[src/rtl/rfd_pkg.sv]
// Shared types and constants for the request frame deframer.
// No dependencies; the RTL modules (not the interfaces) import this package.
`default_nettype none

package rfd_pkg;

   // Frame layout
   localparam logic [7:0] MARK_BYTE     = 8'hFF;
   localparam logic [7:0] TYPE_FIRST    = 8'd248;
   localparam logic [7:0] TYPE_LAST     = 8'd251;
   localparam logic [8:0] POS_CLIENT    = 9'd2;
   localparam logic [8:0] POS_MARK3     = 9'd3;
   localparam logic [8:0] POS_TYPE      = 9'd4;
   localparam logic [8:0] POS_SEGMENT   = 9'd5;
   localparam logic [8:0] POS_LENGTH    = 9'd6;
   localparam logic [8:0] PAYLOAD_START = 9'd7;
   localparam logic [8:0] LEN_BIAS      = 9'd8;  // frame overhead minus one
   localparam logic [8:0] COUNT_MAX     = 9'd511;

   // Result kinds
   localparam logic RESULT_PAYLOAD = 1'b0;
   localparam logic RESULT_STATUS  = 1'b1;

   // Status codes beyond the four frame types
   localparam logic [2:0] STATUS_LEN_MISMATCH = 3'd4;
   localparam logic [2:0] STATUS_NO_END       = 3'd5;
   localparam logic [2:0] STATUS_OTHER        = 3'd6;

   typedef struct packed {
      logic [7:0] frame_byte;
      logic       final_byte;
   } req_word_type;

   typedef struct packed {
      logic        result_kind;
      logic [7:0]  payload_byte;
      logic [7:0]  payload_index;
      logic [2:0]  frame_status;
      logic [7:0]  client_id;
      logic [7:0]  segment_number;
      logic [7:0]  payload_length;
      logic [7:0]  tech_number;
      logic [39:0] subscriber_number;
   } rsp_word_type;

   // Handshake between the parse stage and its neighbors
   typedef struct packed {
      logic take;  // input word consumed this cycle
      logic push;  // result word written to the output register
   } flow_type;

endpackage

`default_nettype wire

[src/rtl/rfd_req_if.sv]
// Request channel: one raw frame byte per word.
// Depends on nothing.
`default_nettype none

interface rfd_req_if;
   logic       valid;
   logic       ready;
   logic [7:0] frame_byte;
   logic       final_byte;

   modport source (output valid, output frame_byte, output final_byte, input ready);
   modport sink   (input valid, input frame_byte, input final_byte, output ready);
endinterface

`default_nettype wire

[src/rtl/rfd_rsp_if.sv]
// Response channel: payload byte or end-of-frame status word.
// Depends on nothing.
`default_nettype none

interface rfd_rsp_if;
   logic        valid;
   logic        ready;
   logic        result_kind;
   logic [7:0]  payload_byte;
   logic [7:0]  payload_index;
   logic [2:0]  frame_status;
   logic [7:0]  client_id;
   logic [7:0]  segment_number;
   logic [7:0]  payload_length;
   logic [7:0]  tech_number;
   logic [39:0] subscriber_number;

   modport source (output valid, output result_kind, output payload_byte,
                   output payload_index, output frame_status, output client_id,
                   output segment_number, output payload_length, output tech_number,
                   output subscriber_number, input ready);
   modport sink   (input valid, input result_kind, input payload_byte,
                   input payload_index, input frame_status, input client_id,
                   input segment_number, input payload_length, input tech_number,
                   input subscriber_number, output ready);
endinterface

`default_nettype wire

[src/rtl/request_frame_deframer.sv]
// Request frame deframer. Takes one frame byte per word on req_chan, with final_byte
// marking the frame's last byte, and returns on rsp_chan one word for each payload
// byte (result_kind 0, byte and its index) plus one status word per frame on the
// final byte (result_kind 1) with the frame type or the first error found: bad start
// or type marker or too short, then length mismatch, then missing 0xFF 0xFF end id.
// The status word also carries client id, segment, declared length, tech number and
// the 40-bit subscriber number from payload bytes 0..5 (bytes outside the declared
// length read as zero). Header, end and overflow bytes produce no word. Throughput
// is one byte per clock: a byte goes input register -> parse logic -> output
// register, and its response word is driven onto rsp_chan from the output register.
// The only stall source is a full output register that the sink has not drained.
// Depends on rfd_pkg, rfd_req_if, rfd_rsp_if, rfd_in_stage, rfd_core, rfd_out_stage.
`default_nettype none

module request_frame_deframer
   import rfd_pkg::*;
(
   input  wire logic clock,
   input  wire logic reset,
   rfd_req_if.sink   req_chan,
   rfd_rsp_if.source rsp_chan
);

   logic         in_valid;
   req_word_type in_word;
   logic         out_free;
   flow_type     flow;
   rsp_word_type result;

   // input word register, refilled in the same cycle it drains
   rfd_in_stage u_in (
      .clock    (clock),
      .reset    (reset),
      .req_chan (req_chan),
      .take     (flow.take),
      .in_valid (in_valid),
      .in_word  (in_word)
   );

   // header checks, captures and status decision
   rfd_core u_core (
      .clock    (clock),
      .reset    (reset),
      .in_valid (in_valid),
      .in_word  (in_word),
      .out_free (out_free),
      .flow     (flow),
      .result   (result)
   );

   // response word register
   rfd_out_stage u_out (
      .clock    (clock),
      .reset    (reset),
      .push     (flow.push),
      .result   (result),
      .out_free (out_free),
      .rsp_chan (rsp_chan)
   );

endmodule

`default_nettype wire

[src/rtl/rfd_in_stage.sv]
// Input register of the deframer: captures one request word.
// Depends on rfd_pkg and rfd_req_if.
`default_nettype none

module rfd_in_stage
   import rfd_pkg::*;
(
   input  wire logic   clock,
   input  wire logic   reset,
   rfd_req_if.sink     req_chan,
   input  wire logic   take,
   output logic        in_valid,
   output req_word_type in_word
);

   logic         valid_ff, valid_in;
   req_word_type word_ff, word_in;
   logic         load;

   assign req_chan.ready = !valid_ff || take;
   assign load           = req_chan.valid && req_chan.ready;

   always_comb begin
      valid_in = valid_ff;
      word_in  = word_ff;
      if (load) begin
         valid_in           = 1'b1;
         word_in.frame_byte = req_chan.frame_byte;
         word_in.final_byte = req_chan.final_byte;
      end else if (take) begin
         valid_in = 1'b0;
      end
   end

   always_ff @(posedge clock) begin
      if (reset) begin
         valid_ff <= 1'b0;
      end else begin
         valid_ff <= valid_in;
      end
      word_ff <= word_in;
   end

   assign in_valid = valid_ff;
   assign in_word  = word_ff;

endmodule

`default_nettype wire

[src/rtl/rfd_core.sv]
// Frame parser: per-frame state and the single-pass step for one byte.
// Depends on rfd_pkg.
`default_nettype none

module rfd_core
   import rfd_pkg::*;
(
   input  wire logic          clock,
   input  wire logic          reset,
   input  wire logic          in_valid,
   input  wire req_word_type  in_word,
   input  wire logic          out_free,
   output flow_type           flow,
   output rsp_word_type       result
);

   logic [8:0]  byte_count_ff, byte_count_in;
   logic        header_bad_ff, header_bad_in;
   logic [1:0]  frame_type_ff, frame_type_in;
   logic [7:0]  client_ff, client_in;
   logic [7:0]  segment_ff, segment_in;
   logic [7:0]  length_ff, length_in;
   logic [7:0]  prev_byte_ff, prev_byte_in;
   logic [7:0]  tech_ff, tech_in;
   logic [39:0] subscriber_ff, subscriber_in;

   logic [7:0]  b;
   logic        fin;
   logic [8:0]  pos;
   logic        bad_now, hdr_bad_now, other;
   logic [8:0]  payload_off;
   logic [7:0]  idx;
   logic        payload_hit, has_result, take;
   logic [2:0]  status;

   assign b   = in_word.frame_byte;
   assign fin = in_word.final_byte;
   assign pos = byte_count_ff;

   always_comb begin
      bad_now = 1'b0;
      if (pos inside {9'd0, 9'd1, POS_MARK3}) begin
         bad_now = (b != MARK_BYTE);
      end else if (pos == POS_TYPE) begin
         bad_now = (b < TYPE_FIRST) || (b > TYPE_LAST);
      end
   end

   assign hdr_bad_now = header_bad_ff | bad_now;
   assign payload_off = pos - PAYLOAD_START;
   assign idx         = payload_off[7:0];
   assign payload_hit = !fin && (pos >= PAYLOAD_START) && (payload_off < {1'b0, length_ff});
   assign has_result  = fin || payload_hit;
   assign take        = in_valid && (!has_result || out_free);
   assign flow.take   = take;
   assign flow.push   = take && has_result;

   // short frame: fewer than 7 bytes means final at position 5 or less
   assign other = hdr_bad_now || (pos < POS_LENGTH);

   always_comb begin
      if (other) begin
         status = STATUS_OTHER;
      end else if ((pos < LEN_BIAS) || ({1'b0, length_ff} != (pos - LEN_BIAS))) begin
         status = STATUS_LEN_MISMATCH;
      end else if ((prev_byte_ff != MARK_BYTE) || (b != MARK_BYTE)) begin
         status = STATUS_NO_END;
      end else begin
         status = {1'b0, frame_type_ff};
      end
   end

   always_comb begin
      result = '0;
      if (fin) begin
         result.result_kind  = RESULT_STATUS;
         result.frame_status = status;
         if (!other) begin
            result.client_id         = client_ff;
            result.segment_number    = segment_ff;
            result.payload_length    = length_ff;
            result.tech_number       = tech_ff;
            result.subscriber_number = subscriber_ff;
         end
      end else begin
         result.result_kind   = RESULT_PAYLOAD;
         result.payload_byte  = b;
         result.payload_index = idx;
      end
   end

   always_comb begin
      byte_count_in = byte_count_ff;
      header_bad_in = header_bad_ff;
      frame_type_in = frame_type_ff;
      client_in     = client_ff;
      segment_in    = segment_ff;
      length_in     = length_ff;
      prev_byte_in  = prev_byte_ff;
      tech_in       = tech_ff;
      subscriber_in = subscriber_ff;
      if (take) begin
         prev_byte_in = b;
         if (fin) begin
            byte_count_in = '0;
            header_bad_in = 1'b0;
            tech_in       = '0;
            subscriber_in = '0;
         end else begin
            header_bad_in = hdr_bad_now;
            if (pos == POS_CLIENT) begin
               client_in = b;
            end
            if ((pos == POS_TYPE) && !bad_now) begin
               frame_type_in = b[1:0];  // type minus 248
            end
            if (pos == POS_SEGMENT) begin
               segment_in = b;
            end
            if (pos == POS_LENGTH) begin
               length_in = b;
            end
            if (byte_count_ff != COUNT_MAX) begin
               byte_count_in = byte_count_ff + 9'd1;
            end
            if (payload_hit) begin
               case (idx)
                  8'd0: tech_in = b;
                  8'd1: subscriber_in[39:32] = subscriber_ff[39:32] | b;
                  8'd2: subscriber_in[31:24] = subscriber_ff[31:24] | b;
                  8'd3: subscriber_in[23:16] = subscriber_ff[23:16] | b;
                  8'd4: subscriber_in[15:8]  = subscriber_ff[15:8]  | b;
                  8'd5: subscriber_in[7:0]   = subscriber_ff[7:0]   | b;
                  default: ;
               endcase
            end
         end
      end
   end

   always_ff @(posedge clock) begin
      if (reset) begin
         byte_count_ff <= '0;
         header_bad_ff <= 1'b0;
         frame_type_ff <= '0;
         client_ff     <= '0;
         segment_ff    <= '0;
         length_ff     <= '0;
         prev_byte_ff  <= '0;
         tech_ff       <= '0;
         subscriber_ff <= '0;
      end else begin
         byte_count_ff <= byte_count_in;
         header_bad_ff <= header_bad_in;
         frame_type_ff <= frame_type_in;
         client_ff     <= client_in;
         segment_ff    <= segment_in;
         length_ff     <= length_in;
         prev_byte_ff  <= prev_byte_in;
         tech_ff       <= tech_in;
         subscriber_ff <= subscriber_in;
      end
   end

   // a closed frame restarts at position zero with clean captures
   a_frame_restart: assert property (@(posedge clock) disable iff (reset)
      (take && fin) |=> (byte_count_ff == '0 && !header_bad_ff && subscriber_ff == '0))
      else $error("frame state not cleared after final byte");

   // a result is only written when the output register can hold it
   a_push_free: assert property (@(posedge clock) disable iff (reset)
      flow.push |-> (out_free && take))
      else $error("result pushed into a busy output register");

   // counter advances by one per non-final byte until it saturates
   a_count_step: assert property (@(posedge clock) disable iff (reset)
      (take && !fin && byte_count_ff != COUNT_MAX) |=>
         (byte_count_ff == $past(byte_count_ff) + 9'd1))
      else $error("byte counter did not advance");

   // payload results only come from the payload window of the frame
   a_payload_window: assert property (@(posedge clock) disable iff (reset)
      (flow.push && !fin) |-> (pos >= PAYLOAD_START))
      else $error("payload word outside the payload window");

endmodule

`default_nettype wire

[src/rtl/rfd_out_stage.sv]
// Output register of the deframer: holds one result word until taken.
// Depends on rfd_pkg and rfd_rsp_if.
`default_nettype none

module rfd_out_stage
   import rfd_pkg::*;
(
   input  wire logic          clock,
   input  wire logic          reset,
   input  wire logic          push,
   input  wire rsp_word_type  result,
   output logic               out_free,
   rfd_rsp_if.source          rsp_chan
);

   logic         valid_ff, valid_in;
   rsp_word_type word_ff, word_in;

   assign out_free = !valid_ff || rsp_chan.ready;

   always_comb begin
      valid_in = valid_ff;
      word_in  = word_ff;
      if (push) begin
         valid_in = 1'b1;
         word_in  = result;
      end else if (rsp_chan.ready) begin
         valid_in = 1'b0;
      end
   end

   always_ff @(posedge clock) begin
      if (reset) begin
         valid_ff <= 1'b0;
      end else begin
         valid_ff <= valid_in;
      end
      word_ff <= word_in;
   end

   assign rsp_chan.valid             = valid_ff;
   assign rsp_chan.result_kind       = word_ff.result_kind;
   assign rsp_chan.payload_byte      = word_ff.payload_byte;
   assign rsp_chan.payload_index     = word_ff.payload_index;
   assign rsp_chan.frame_status      = word_ff.frame_status;
   assign rsp_chan.client_id         = word_ff.client_id;
   assign rsp_chan.segment_number    = word_ff.segment_number;
   assign rsp_chan.payload_length    = word_ff.payload_length;
   assign rsp_chan.tech_number       = word_ff.tech_number;
   assign rsp_chan.subscriber_number = word_ff.subscriber_number;

endmodule

`default_nettype wire

[src/flat_wrapper.sv]
// flat-port wrapper written by rule: the top's interface ports become plain ports
module request_frame_deframer_flat import rfd_pkg::*;
  (clock, reset, req_chan_valid, req_chan_frame_byte, req_chan_final_byte, req_chan_ready, rsp_chan_valid, rsp_chan_result_kind, rsp_chan_payload_byte, rsp_chan_payload_index, rsp_chan_frame_status, rsp_chan_client_id, rsp_chan_segment_number, rsp_chan_payload_length, rsp_chan_tech_number, rsp_chan_subscriber_number, rsp_chan_ready);
  rfd_req_if req_chan_i ();
  rfd_rsp_if rsp_chan_i ();
  input  wire logic clock;
  input  wire logic reset;
  input wire logic [$bits(req_chan_i.valid)-1:0] req_chan_valid;
  input wire logic [$bits(req_chan_i.frame_byte)-1:0] req_chan_frame_byte;
  input wire logic [$bits(req_chan_i.final_byte)-1:0] req_chan_final_byte;
  output wire logic [$bits(req_chan_i.ready)-1:0] req_chan_ready;
  output wire logic [$bits(rsp_chan_i.valid)-1:0] rsp_chan_valid;
  output wire logic [$bits(rsp_chan_i.result_kind)-1:0] rsp_chan_result_kind;
  output wire logic [$bits(rsp_chan_i.payload_byte)-1:0] rsp_chan_payload_byte;
  output wire logic [$bits(rsp_chan_i.payload_index)-1:0] rsp_chan_payload_index;
  output wire logic [$bits(rsp_chan_i.frame_status)-1:0] rsp_chan_frame_status;
  output wire logic [$bits(rsp_chan_i.client_id)-1:0] rsp_chan_client_id;
  output wire logic [$bits(rsp_chan_i.segment_number)-1:0] rsp_chan_segment_number;
  output wire logic [$bits(rsp_chan_i.payload_length)-1:0] rsp_chan_payload_length;
  output wire logic [$bits(rsp_chan_i.tech_number)-1:0] rsp_chan_tech_number;
  output wire logic [$bits(rsp_chan_i.subscriber_number)-1:0] rsp_chan_subscriber_number;
  input wire logic [$bits(rsp_chan_i.ready)-1:0] rsp_chan_ready;
  assign req_chan_i.valid = req_chan_valid;
  assign req_chan_i.frame_byte = req_chan_frame_byte;
  assign req_chan_i.final_byte = req_chan_final_byte;
  assign req_chan_ready = req_chan_i.ready;
  assign rsp_chan_valid = rsp_chan_i.valid;
  assign rsp_chan_result_kind = rsp_chan_i.result_kind;
  assign rsp_chan_payload_byte = rsp_chan_i.payload_byte;
  assign rsp_chan_payload_index = rsp_chan_i.payload_index;
  assign rsp_chan_frame_status = rsp_chan_i.frame_status;
  assign rsp_chan_client_id = rsp_chan_i.client_id;
  assign rsp_chan_segment_number = rsp_chan_i.segment_number;
  assign rsp_chan_payload_length = rsp_chan_i.payload_length;
  assign rsp_chan_tech_number = rsp_chan_i.tech_number;
  assign rsp_chan_subscriber_number = rsp_chan_i.subscriber_number;
  assign rsp_chan_i.ready = rsp_chan_ready;
  request_frame_deframer u_core (.clock(clock), .reset(reset), .req_chan(req_chan_i), .rsp_chan(rsp_chan_i));
endmodule
[config.mk]
export PLATFORM = sky130hd
export DESIGN_NAME = request_frame_deframer_flat
export DESIGN_NICKNAME = d
export VERILOG_FILES = /design/src/rtl/rfd_pkg.sv /design/src/rtl/rfd_req_if.sv /design/src/rtl/rfd_rsp_if.sv /design/src/rtl/request_frame_deframer.sv /design/src/rtl/rfd_in_stage.sv /design/src/rtl/rfd_core.sv /design/src/rtl/rfd_out_stage.sv /design/src/flat_wrapper.sv
export SDC_FILE = /design/constraint.sdc
export NUM_CORES = 1
export LEC_CHECK = 0
export CAP_MARGIN = 20
export CORE_UTILIZATION = 60
export CTS_CLUSTER_SIZE = 12
export DETAILED_ROUTE_END_ITERATION = 6
export DONT_BUFFER_PORTS = 1
export GPL_TIMING_DRIVEN = 0
export PLACE_DENSITY = 0.8
export SYNTH_ARGS = -nofsm -noshare
export SYNTH_HDL_FRONTEND = slang
export SYNTH_SLANG_ARGS = --single-unit
export TNS_END_PERCENT = 1
[constraint.sdc]
create_clock -name clock -period 14 [get_ports clock]
set_clock_uncertainty 0.05 [all_clocks]
set_input_delay 2.8 -clock clock [delete_from_list [all_inputs] [get_ports clock]]
set_output_delay 2.8 -clock clock [all_outputs]
set_load 0.02 [all_outputs]
==> impl_metrics.yaml, run 1 <==
outcome:
  status: "complete, no violations"
power:
  power_frac_clock_pct: 42.3
  p_leak_nw: 2.995
  switching_share_pct: 21.98
  pwr-share-seq_pct: 54.7
  internal_power_mw: 0.8899
  ir_worst_vdd_mv: 0.08071
  pwr-share-comb_pct: 3.0
  power_mw: 1.141
  power_density_mw_per_mm2: 130.4
  p_switching_mw: 0.2507
worst_setup_path:
  r2r-start: "u_core.u_core.byte_count_ff[0]"
  cp.required_ns: 11.15
  start_kind: "flip-flop"
  crit_start: "u_core.u_core.byte_count_ff[0]"
  endpoint: "req_chan_ready"
  r2r_end: "u_core.u_out.rsp_chan.client_id[0]"
  r2r_setup_slack_ns: 8.59
  path_max_fanout: 10
  criticalPathCategory: "reg -> out"
  reg2reg_depth: 13
  arrival_ns: 4.37
  end_kind: "output port"
clock_tree:
  root_buffer: "clkbuf_16"
  htree_levels: 4
  clk_latency_ns: 0.43
  ctsResizeCount: 0
  cts_tree: "yes"
  path_clk_slew_ns: 0.07
  clk_path_buf_depth: 2
  numCtsBuffers: 17
  cts_setup_buffers: 0
  hold_buffers: 0
  cts_sinks: 195
timing:
  hold_viol_final: 0
  tightest_slew_ns: 1.112
  min_period_over_period_pct: 51.57
  post-route-min-period_ns: 7.219
  setup_tns_ns: 0
  slew_headroom_pct: 25.85
  max_freq_mhz: 138.5
  rsz0062_at_grt: "false"
  fin_hold_ws_ns: 0.3993
  worst_slack_ns: 6.781
  setup_viol: 0
  drv_slew: 0
global_route:
  grt_max_degree: 37
  grt-ovfl-total: 0
  grt_pass1_vias: 5205
  grt_usage_pct: 26.92
  grt_antenna_before_repair: 0
  grt_pass1_wl_mm: 27.08
cells_and_area:
  diodes: 0
  syn_to_final_growth_pct: 10.92
  drive_above_1_share_pct: 6.649
  n_fill_cell: 965
  final_net_count: 754
  layout.cells.non_filler: 909
floorplanning:
  num_rows: 41
  die-height_microns: 116.6
  design.core.area_sq_mm: 0.01272
  die_w_microns: 116.6
  ioPinCount: 107
  die_area_sq_mm: 0.01361
  start_util_pct: 61.99
synthesis:
  synth_top_area_share_pct: 38.46
  synth_edf_count: 101
  synth_warnings: 0
  synthCells: 702
  netlist.top_cell.by_area: "edfxtp_1"
  syn_area_sq_mm: 0.007886
  syn_nets: 732
  synth_async_sr_flop_share_pct: 0
  synth_seq_cells: 195
  ys_top_cells_by_area: "edfxtp_1 38%, dfxtp_1 24%, and2_1 5.4%, nand2_1 3.7%, o21ai_0 3.2%"
  ys_seq_area_share_pct: 62.32
  avgSynthCellArea_sq_um: 11.23
  yosysUniqueCellTypes: 54
  synth-main-ff-cell: "edfxtp_1"
place:
  dp_slack_ns: 7.423
  gp_congestion: 0.8946
  hpwl_mm: 12.08
  placed_cells: 876
  port_buffers: 0
run:
  drv_cap: 0
drt:
  drcViolationCount: 0
  drt_iter0_markers: 466
  dr.pass1.iters: 5
  wl_per_cell_microns: 18.94
  via_count: 5351
  drtAntennaViolNets: 0
  routed_wirelength_mm: 17.22
  vias_per_cell: 5.887
worst_hold_path:
  min_path_type: "reg -> reg"
-- flip-flops by register name, summed over array words and instances (netlist names), 2 cells and up --
signal and count:
u_core.u_out.rsp_chan.tech_number 8, u_core.u_core.frame_type_ff 2, u_core.u_out.rsp_chan.client_id 8, u_core.u_core.prev_byte_ff 8
u_core.u_core.segment_ff 8, u_core.u_core.byte_count_ff 9, u_core.u_out.rsp_chan.subscriber_number 40, u_core.u_core.subscriber_ff 40
u_core.u_core.tech_ff 8, u_core.u_core.client_ff 8, u_core.u_core.length_ff 8, u_core.u_in.in_word 9
u_core.u_out.rsp_chan.payload_index 8, u_core.u_out.rsp_chan.payload_length 8, u_core.u_out.rsp_chan.payload_byte 8, u_core.u_out.rsp_chan.frame_status 3
u_core.u_out.rsp_chan.segment_number 8
-- through the flow --
step / util [%] / cell area (sq um)
floorplan: - / 7886
global placement: 63.68 / 8102
detailed placement: 64.05 / 8149
CTS: 68.72 / 8742
global route: 68.75 / 8747
finish: 68.75 / 8747
-- critical path: stages (launching register included) --
cell and delay [ns]:
dfxtp_1 0.55, ha_1 0.21, clkbuf_1 0.42, nand2_1 0.26
nand2_1 0.11, nor2_1 0.05, xor2_1 0.17, ha_1 0.33
a211oi_1 0.31, nand2_1 0.10, o221ai_1 0.86, a21o_1 0.30
nand3_1 0.25
-- worst min-delay path by stage --
stage                                          startpoint                              end  depth (start not counted)
after global placement    u_core.u_core.subscriber_ff[38]  u_core.u_core.subscriber_ff[38]                          2
after detailed placement  u_core.u_core.subscriber_ff[15]  u_core.u_core.subscriber_ff[15]                          2
final                     u_core.u_core.subscriber_ff[15]  u_core.u_core.subscriber_ff[15]                          2
after CTS                 u_core.u_core.subscriber_ff[15]  u_core.u_core.subscriber_ff[15]                          2
after global routing      u_core.u_core.subscriber_ff[15]  u_core.u_core.subscriber_ff[15]                          2
after floorplan           u_core.u_core.subscriber_ff[10]  u_core.u_core.subscriber_ff[10]                          2
-- cell families (layout without fill, tap and decap cells) --
logic type | count (synthesis) | after routing | share of synthesized area [%]
muxes | 21 | 21 | 2.681
buffers and inverters | 61 | 96 | 3.046
DFF | 195 | 195 | 62.32
and+or+nand+nor | 262 | 262 | 17.02
adders and majority gates | 17 | 17 | 2.697
xor gates and xnor gates | 14 | 14 | 1.555
AOI/OAI and AO/OA | 132 | 132 | 10.68
-- final cells by class --
class | instances | area [sq um] | area share (%)
flip-flops and latches | 195 | 4915 | 56.19
multi-input cells | 446 | 2739 | 31.31
clock buffers | 20 | 446.7 | 5.107
well taps | 172 | 215.2 | 2.460
plain buffers | 39 | 157.7 | 1.802
clock inverters | 12 | 146.4 | 1.674
inverters | 22 | 82.58 | 0.9441
repair buffers | 3 | 45.04 | 0.5149
-- metal layers --
| metal | global-route usage (%) | vias to the layer above | wire length, microns |
|---|---|---|---|
| li1 | - | 2505 | - |
| met4 | 12.74 | 0 | 593 |
| met3 | 6.279 | 41 | 1015 |
| met5 | 0 | - | 0 |
| met1 | 33.97 | 2567 | 7231 |
| met2 | 43.94 | 238 | 8374 |
-- cells in the mapped netlist (all sizes together) (2+ instances only) --
library cell and count:
a211oi 2, nand2b 9, xnor2 10, ha 17, o211ai 6, a21o 3
nand4 6, or4 2, nand3b 2, inv 22, or3 7, a21oi 31
o31ai 4, a22o 10, nor3 16, nor4 6, and2 69, a311oi 2
nand2 78, buf 5, a31oi 6, o21a 4, clkbuf 34, xor2 4
mux2i 20, nor2b 10, dfxtp 94, o21ai 55, nor2 42, edfxtp 101
nand3 10
-- layout by cell type (no fill, tap or decap), types with 5 or more instances in the layout --
cell       count
o21ai_0       50
nand4_1        6
and2_1        68
nand3_1       10
nor3_1        16
inv_1         22
mux2i_1       20
nor2b_1       10
edfxtp_1     101
nand2_1       77
nor2_1        41
a31oi_1        6
ha_1          17
or3_1          7
dfxtp_1       94
clkbuf_1      36
a21oi_1       31
o21ai_1        5
clkbuf_16     17
nand2b_1       9
a22o_1        10
o211ai_1       6
xnor2_1       10
nor4_1         5
-- power by group through the flow --
stage	registers, mW	logic, mW	clock network (mW)
floorplan	0.635	0.0225	0
global route	0.624	0.0377	0.511
detailed placement	0.636	0.0336	0
CTS	0.624	0.0341	0.486
global placement	0.637	0.0312	0
finish	0.624	0.0347	0.482
Power figures use the tool's default switching activity.
==> run 2: changes to the inputs <==
--- a/config.mk
+++ b/config.mk
@@ -6,12 +6,12 @@
 export NUM_CORES = 1
 export LEC_CHECK = 0
 export CAP_MARGIN = 20
-export CORE_UTILIZATION = 60
+export CORE_UTILIZATION = 57
 export CTS_CLUSTER_SIZE = 12
 export DETAILED_ROUTE_END_ITERATION = 6
 export DONT_BUFFER_PORTS = 1
 export GPL_TIMING_DRIVEN = 0
-export PLACE_DENSITY = 0.8
+export PLACE_DENSITY = 0.79
 export SYNTH_ARGS = -nofsm -noshare
 export SYNTH_HDL_FRONTEND = slang
 export SYNTH_SLANG_ARGS = --single-unit
==> constraint.sdc (replaced) <==
create_clock -name clock -period 6.54 [get_ports clock]
set_clock_uncertainty 0.05 [all_clocks]
set_input_delay 1.308 -clock clock [delete_from_list [all_inputs] [get_ports clock]]
set_output_delay 1.308 -clock clock [all_outputs]
set_load 0.02 [all_outputs]
==> impl_metrics.yaml, run 2 (synthesis results as in run 1) <==
clock_tree:
  numCtsBuffers: 17
  clk_latency_ns: 0.44
  cts_setup_buffers: 0
  cts_sinks: 195
  cts_tree: "yes"
  path_clk_slew_ns: 0.07
  clk_path_buf_depth: 2
  hold_buffers: 0
  root_buffer: "clkbuf_16"
  htree_levels: 4
  ctsResizeCount: 0
floorplanning:
  design.core.area_sq_mm: 0.01335
  die_area_sq_mm: 0.01431
  start_util_pct: 59.08
  ioPinCount: 107
  die_w_microns: 119.6
  die-height_microns: 119.6
  num_rows: 42
worst_hold_path:
  min_path_type: "reg -> reg"
global_route:
  grt_usage_pct: 25.82
  grt_pass1_wl_mm: 27.55
  grt_pass1_vias: 5138
  grt_max_degree: 41
  grt_antenna_before_repair: 0
  grt-ovfl-total: 0
timing:
  drv_slew: 0
  tightest_slew_ns: 1.136
  setup_viol: 0
  max_freq_mhz: 177.0
  rsz0062_at_grt: "false"
  hold_viol_final: 0
  slew_headroom_pct: 24.24
  min_period_over_period_pct: 86.41
  post-route-min-period_ns: 5.651
  worst_slack_ns: 0.8891
worst_setup_path:
  crit_slowest_cell: "o221ai_1"
  slowest_delay_ns: 0.87
  path_cells: "ha_1 > clkbuf_1 > nand2_1 > nand2_1 > nor2_1 > xor2_1 > ha_1 > a211oi_1 > nand2_1 > o221ai_1 > a21o_1 > nand3_1"
  cp.required_ns: 5.18
  arrival_ns: 4.29
  end_kind: "output port"
  path_max_fanout: 10
  start_kind: "flip-flop"
  cp_top_family: "compound AO/OA/AOI/OAI gates"
  crit_buf_inv: 1
  criticalPathCategory: "reg -> out"
  cp_common_cell: "nand2_1"
drt:
  drtAntennaViolNets: 0
  dr.pass1.iters: 4
  drt_iter0_markers: 459
  via_count: 5370
  vias_per_cell: 5.882
  wl_per_cell_microns: 19.57
  routed_wirelength_mm: 17.87
  drcViolationCount: 0
place:
  gp_congestion: 0.9135
  dp_slack_ns: 1.162
  hpwl_mm: 12.61
  port_buffers: 0
  placed_cells: 880
cells_and_area:
  seqCellArea_sq_mm: 0.004915
  diodes: 0
  final_util_pct: 65.38
  n_fill_cell: 1004
  final_net_count: 754
  drive_above_1_share_pct: 6.649
  layout.cells.non_filler: 913
  syn_to_final_growth_pct: 10.66
  multi_input_area_sq_mm: 0.002739
  layout_commonest_cell: "edfxtp_1"
  final_cell_mix: "101 x edfxtp_1, 94 x dfxtp_1, 77 x nand2_1, 68 x and2_1, 50 x o21ai_0"
power:
  power_mw: 2.416
  p_leak_nw: 2.985
  ir_worst_vdd_mv: 0.1516
  power_density_mw_per_mm2: 276.8
run:
  drv_cap: 0
outcome:
  status: "complete, no violations"
==> run 2: cell count changes in the layout (fill, tap and decap cells not counted), sizes merged <==
cell	change
clkbuf	-1
bufinv	-1
clkinv	+3
inv	-1
==> run 2: path summary, 6_finish.rpt <==
kind                                         from                                           to  slack (ns)  cells past startpoint
setup / recovery   u_core.u_core.byte_count_ff[0]                               req_chan_ready        0.89                     12
hold / removal    u_core.u_core.subscriber_ff[15]              u_core.u_core.subscriber_ff[15]        0.40                      2
setup reg to reg   u_core.u_core.byte_count_ff[0]  u_core.u_out.rsp_chan.subscriber_number[22]        1.08                     14
hold reg to reg   u_core.u_core.subscriber_ff[15]              u_core.u_core.subscriber_ff[15]        0.40                      2
==> run 2: where the power goes <==
| part | internal [mW] | switching [mW] |
|---|---|---|
| Combinational | 0.0182 | 0.0560 |
| Sequential | 1.31 | 0.0291 |
| Clock | 0.540 | 0.467 |
| Total | 1.86 | 0.552 |
==> run 2: worst reg2reg max path: cells and delay by family (launching register included) <==
| family | cells | cell delay, ns |
|---|---|---|
| DFF | 1 | 0.52 |
| and+or+nand+nor | 5 | 1.30 |
| xor gates and xnor gates | 1 | 0.17 |
| AOI/OAI and AO/OA | 3 | 1.59 |
| adders and majority gates | 2 | 0.53 |
| buffers and inverters | 3 | 0.97 |
==> run 2: area by class of cell <==
cell class,count,area share (%)
Inverter,22,0.9462
Tap cell,176,2.523
Clock buffer,19,5.075
Timing Repair Buffer,3,0.5161
Sequential cell,195,56.32
Multi-Input combinational cell,446,31.38
Buffer,39,1.806
Clock inverter,13,1.434
==> run 2: per-layer routing <==
| metal | routed length (microns) | GRT usage [%] |
|---|---|---|
| met3 | 943 | 5.466 |
| met2 | 8728 | 42.23 |
| met1 | 7513 | 32.47 |
| met4 | 685 | 12.97 |
| met5 | 0 | 0 |
==> run 2: per-stage QoR <==
stage          setup TNS, ns  area, sq um  hold WS (ns)
6_report                   0         8727        0.3960
5_1_grt                    0         8727        0.4131
4_1_cts                    0         8722        0.3999
3_5_place_dp               0         8154        0.3863
3_3_place_gp          -79.85         8109        0.3768
2_1_floorplan              0         7889        0.3667
